<file path="src/hw/rtl/rmdt_ram.sv">
// Generic RAM: one write port, one read port with registered read data.
`default_nettype none

module rmdt_ram #(
  parameter int WIDTH = 8,
  parameter int DEPTH = 256
) (
  input  wire logic                     clk,
  input  wire logic                     we,
  input  wire logic [$clog2(DEPTH)-1:0] waddr,
  input  wire logic [WIDTH-1:0]         wdata,
  input  wire logic [$clog2(DEPTH)-1:0] raddr,
  output logic      [WIDTH-1:0]         rdata
);

  logic [WIDTH-1:0] mem [DEPTH];

  always_ff @(posedge clk) begin
    if (we) begin
      mem[waddr] <= wdata;
    end
    rdata <= mem[raddr];
  end

endmodule

`default_nettype wire

</file>
<file path="config.mk">
export PLATFORM = sky130hd
export DESIGN_NAME = rmdt_ram
export DESIGN_NICKNAME = d
export VERILOG_FILES = /design/src/hw/rtl/rmdt_ram.sv
export SDC_FILE = /design/constraint.sdc
export NUM_CORES = 2
export LEC_CHECK = 0
export BUFFER_PORTS_ARGS = -buffer_cell sky130_fd_sc_hd__buf_2
export CORE_ASPECT_RATIO = 0.8
export CORE_UTILIZATION = 53
export DETAILED_ROUTE_END_ITERATION = 6
export PLACE_DENSITY = 0.68
export SLEW_MARGIN = 0
export SYNTH_ARGS = -nofsm -noshare
export SYNTH_HDL_FRONTEND = slang
export SYNTH_SLANG_ARGS = --single-unit
</file>
<file path="constraint.sdc">
create_clock -name clk -period 3.3 [get_ports clk]
set_clock_uncertainty 0.2 [all_clocks]
set_input_delay 0.66 -clock clk [delete_from_list [all_inputs] [get_ports clk]]
set_output_delay 0.66 -clock clk [all_outputs]
set_load 0.02 [all_outputs]
</file>
; Yosys cells after proc, flatten, opt, wreduce, memory -nomap -nowiden
; Memory sizes are Yosys's and may differ from the RTL's. A register that Yosys moved wholly into a read port is not among the register bits.
; Cells that the tools add are included.
[word_totals]
elab_cells = 3
inputBits = 26
memories = 1
output_inout_bits = 8
mem_bits_rw = 2048
reg_bits = 0
[op_classes]
n_mux = 2
[mem_list]
columns = name, words, width, rd, rd_ports_with_merged_regs, wr, line
row1 = mem, 256, 8, 1, 1, 1, 16  ; logic [WIDTH-1:0] mem [DEPTH];
[ops]
columns = cell, count
row1 = 1-bit 2-to-1 mux, 2

; Longest topological paths before layout
[logic_depth]
depth_word = 2
depth_mapped = 11
mapped_depth_nobuf = 6

; Least setup slack after synthesis
; Ideal clock, no wire load.
[synth_timing]
path_kind = input to register
start = input port raddr[0]
end = register rdata[2] (read register of mem)
t_required_ns = 2.969
setup_ns = 0.131
path_stages = 9
path_slack_ns = 0.502
arrival_time_ns = 2.467
n_path_buf = 4
path_cell_list = buf_6 -> buf_12 -> buf_8 -> buf_2 -> mux4_2 -> a22oi_1 -> a21oi_1 -> nor4_1 -> nor4_2
[synth_lines]
columns = element, line
row1 = start: declaration, 12  ; input wire logic [$clog2(DEPTH)-1:0] raddr,
row2 = end: declaration, 13  ; output logic [WIDTH-1:0] rdata

==> impl_summary.log <==
[metrics] status: finished clean
[metrics] fraction of final layout cells sized beyond drive strength 1: 0.310
[metrics] area of the die: 152000 sq um
[metrics] drc violations: 0
[metrics] via/cell ratio: roughly 6.3
[metrics] source-to-sink clock delay at the later pin of the worst-skew pair: 0.83 ns
[metrics] share of the cycle needed by the critical path after routing: 0.953
[metrics] RD Place Congestion: 0.861
[metrics] Design Area, Final: around 90000 sq um
[metrics] ratio of total power to cell area: 576 nW/um^2
[metrics] share of power burned in registers: 0.542
[metrics] Max-slew headroom: 0.172
[metrics] most common cell after layout, fill and taps aside: sky130_fd_sc_hd__edfxtp_1
[metrics] largest net degree at the start of global routing: 107
[metrics] Final Critical Period: 3.14 ns
[metrics] Placed Area: 86300 sq um
[metrics] number of antenna violations at the first check in global routing: 9
[metrics] number of enable flip-flop cells after synthesis: 2048
[metrics] total net switching power: about 11000 uW
[metrics] critical setup path kind: input pin to flop
[metrics] type of destination of the critical path: flop
[metrics] Max Clk Rate: 318 MHz
[metrics] I/O pin cnt: 34
[metrics] Final Max Slew Viols: 0
[metrics] warning count from the yosys run: 0
[metrics] area occupied by multi-input gates: between 15000 and 20000 sq um
[metrics] portion of the post-synthesis area used by sequential elements: 0.775
[metrics] floorplan die width: between 400 and 500 microns
[metrics] total iterations of the first detailed-routing run: 6
[metrics] 1st-iter DRT viols: 5546
[metrics] logic gate share of total power: 0.055
[metrics] aggregate global routing overflow: 0
[metrics] number of failing setup endpoints in the final timing report: 0
[metrics] via count of the first global-routing pass: 40369
[metrics] Cell Area, Synth: 79600 sq um
[metrics] CTS clk-pin slew, worst paths: around 0.060 ns
[metrics] flip-flop and latch count after synthesis: ~2100
[metrics] Detail Route Antenna Nets: 0
[metrics] sequential cell area: 61700 sq um
[metrics] worst-margin pin slew: ~1.2 ns
[metrics] proportion of synthesized flip-flops having asynchronous set or reset: 0
[metrics] DR WL/cell: just over 30 microns
[metrics] Clock Power Share: 0.403
[metrics] worst hold margin: 0.0602 ns
[metrics] Clock H-tree levels: 4
[metrics] starting density of the core: 0.537
[metrics] internal power contribution: about 42000 uW
[metrics] Clk Tree Root Cell: sky130_fd_sc_hd__clkbuf_16
[metrics] setup slack of the most critical reg-to-reg path: 0.29 ns
[metrics] number of nets in the layout: between 4000 and 5000
[metrics] floorplan die height: 349 microns
[metrics] Longest Clk Path Bufs: 3
[metrics] Req. time, crit path: 3.76 ns
[metrics] commonest cells after routing, fill and taps aside: 2048 x sky130_fd_sc_hd__edfxtp_1, 556 x sky130_fd_sc_hd__buf_4, 454 x sky130_fd_sc_hd__mux4_2
[metrics] half-perimeter wire length after placement: about 130000 microns
[metrics] class of the tightest hold or removal check: input pin to flop
[metrics] total wire length: 197000 microns
[metrics] worst r2r dst: rdata[1]$_DFF_P_
[metrics] commonest register cell after synthesis: sky130_fd_sc_hd__edfxtp_1
[metrics] Total Routing Usage GR: 0.263
[metrics] switch share: 0.208
[metrics] clock tree from TritonCTS: yes
[metrics] mean instance size in the synthesized netlist: ~21 sq um
[metrics] cell type with the highest aggregate area in the netlist: sky130_fd_sc_hd__edfxtp_1
[metrics] number of fill cells: 10027
[metrics] area of the core: approximately 150000 sq um
[metrics] hold buffers post-CTS: 0
[metrics] count of unique library cells instantiated by Yosys: 55
[metrics] worst setup path startpoint: raddr[0]
[metrics] Syn-to-layout area delta: 16.0%
[metrics] Crit Path Max Fanout: 11
[metrics] static leakage power: 0.0297 uW
[metrics] portion of synthesized cell area occupied by the leading cell type: 0.773
[metrics] number of buffers created by CTS: 183
[metrics] Fin. Hold Viols: 0
[metrics] clock sink count: approximately 2000
[metrics] Cell Rows: 126
[metrics] number of nets produced by synthesis: between 3000 and 4000
[metrics] CP Data Arrival Time: 3.61 ns
[metrics] first-pass GRT wire length: 286000 microns
[metrics] number of port buffers: 33
[metrics] setup repair bufs after CTS: 0
[metrics] unrepaired setup endpoints after global routing: false
[metrics] Mapped Cells: 3733
[metrics] top cells by area, synth: sky130_fd_sc_hd__edfxtp_1 77%, sky130_fd_sc_hd__mux4_2 13%, sky130_fd_sc_hd__mux2i_1 1.7%
[metrics] destination of the critical timing path: rdata[1]$_DFF_P_
[metrics] number of max-capacitance violations reported: 0
[metrics] Worst setup SP type: input pin
[metrics] worst reg2reg path startpoint: mem[83][1]$_DFFE_PP_
[metrics] worst voltage drop across the vdd grid: 572 uV
[metrics] total number of vias: 40867
[metrics] depth of the worst register-to-register path: 6
[repair_timing]
| action | in CTS | in global routing |
|---|---|---|
| hold endpoints to repair | 0 | 0 |
| resized for setup | 3 | 1 |
| setup endpoints to repair | 3 | 1 |
[how the worst min path moves through the flow]
stage	startpoint	to	slack [ns]	depth (start not counted)
after CTS	wdata[0]	mem[49][0]$_DFFE_PP_	0.005	1
after global routing	wdata[0]	mem[49][0]$_DFFE_PP_	0.04	1
after global placement	mem[41][3]$_DFFE_PP_	rdata[3]$_DFF_P_	0.78	7
final	wdata[7]	mem[58][7]$_DFFE_PP_	0.06	1
after floorplan	wdata[0]	mem[0][0]$_DFFE_PP_	0.56	0
after detailed placement	mem[32][5]$_DFFE_PP_	rdata[5]$_DFF_P_	0.84	7
[cell usage after synthesis, types with 3 or more instances]
cell	instances
sky130_fd_sc_hd__o22ai_1	28
sky130_fd_sc_hd__and2_1	6
sky130_fd_sc_hd__buf_8	13
sky130_fd_sc_hd__nand2_1	33
sky130_fd_sc_hd__or2_2	4
sky130_fd_sc_hd__dfxtp_1	8
sky130_fd_sc_hd__a21oi_1	96
sky130_fd_sc_hd__nand4_1	10
sky130_fd_sc_hd__nand3_1	34
sky130_fd_sc_hd__a22oi_1	133
sky130_fd_sc_hd__a211oi_1	16
sky130_fd_sc_hd__buf_2	31
sky130_fd_sc_hd__o32ai_1	4
sky130_fd_sc_hd__a22o_1	8
sky130_fd_sc_hd__a221oi_1	13
sky130_fd_sc_hd__o211ai_1	10
sky130_fd_sc_hd__mux2i_1	134
sky130_fd_sc_hd__nor2b_1	31
sky130_fd_sc_hd__buf_1	22
sky130_fd_sc_hd__o21ai_0	10
sky130_fd_sc_hd__buf_4	27
sky130_fd_sc_hd__edfxtp_1	2048
sky130_fd_sc_hd__buf_12	8
sky130_fd_sc_hd__nand2b_1	8
sky130_fd_sc_hd__nor4_1	24
sky130_fd_sc_hd__mux4_2	454
sky130_fd_sc_hd__clkbuf_1	111
sky130_fd_sc_hd__buf_6	21
sky130_fd_sc_hd__nor4_2	3
sky130_fd_sc_hd__nor3_1	22
sky130_fd_sc_hd__o22a_1	5
sky130_fd_sc_hd__o221ai_1	46
sky130_fd_sc_hd__nor2_1	282
[power groups by stage]
stage | Clock [uW] | Combinational (uW) | Sequential, uW
floorplan | 0 | 1400 | 29400
global placement | 0 | 2870 | 29400
detailed placement | 0 | 2910 | 29400
CTS | 21700 | 2920 | 28800
global route | 22600 | 3070 | 28800
finish | 21400 | 2920 | 28800
[worst max-delay path: stages]
cell and delay [ns]:
sky130_fd_sc_hd__buf_8 0.21, sky130_fd_sc_hd__buf_12 0.21, sky130_fd_sc_hd__buf_4 0.24, sky130_fd_sc_hd__buf_4 0.23, sky130_fd_sc_hd__mux4_2 0.53, sky130_fd_sc_hd__a22oi_1 0.31
sky130_fd_sc_hd__a21oi_1 0.18, sky130_fd_sc_hd__nor4_2 0.88, sky130_fd_sc_hd__nor4_1 0.12
[metrics by stage]
stage	setup slack (ns)	std cells	setup TNS (ns)	utilization	power (uW)
final	0.155	6459	0	0.623	53200
after CTS	0.181	6456	0	0.623	53400
after floorplan	0.502	3733	0	-	30800
after global routing	0.0255	6457	0	0.623	54500
after detailed placement	-1.01	6133	-5.79	0.583	32300
after global placement	-1.16	6132	-5.92	0.582	32300
[logic make-up (layout without fill, tap and decap cells)]
| logic type | Yosys count | count (layout) | share of synthesized area |
|---|---|---|---|
| compound gates | 385 | 385 | 0.0342 |
| mux | 591 | 591 | 0.146 |
| flops | 2056 | 2056 | 0.775 |
| simple gates | 466 | 466 | 0.0263 |
| buf+inv | 235 | 974 | 0.0183 |
| other cells | 0 | 3 | 0 |
[cell type report]
type | count | area share
flip-flops and latches | 2056 | 0.668
inverters | 2 | 0.0000813
multi-input cells | 1442 | 0.179
repair buffers | 649 | 0.0613
clock inverters | 93 | 0.0115
clock buffers | 230 | 0.0529
well taps | 1984 | 0.0269
diodes | 3 | 0.0000813
[per-layer routing]
| layer | track usage | vias to the layer above | share of wire |
|---|---|---|---|
| li1 | - | 16871 | - |
| met5 | 0 | - | 0 |
| met1 | 0.399 | 21470 | 0.41 |
| met3 | 0.0498 | 305 | 0.10 |
| met4 | 0.0767 | 0 | 0.025 |
| met2 | 0.392 | 2221 | 0.46 |
[flip-flops by register name, summed over array words and instances, names as in the netlist]
register and cells:
mem 2048, rdata 8
(Power assumes the default switching activity.)
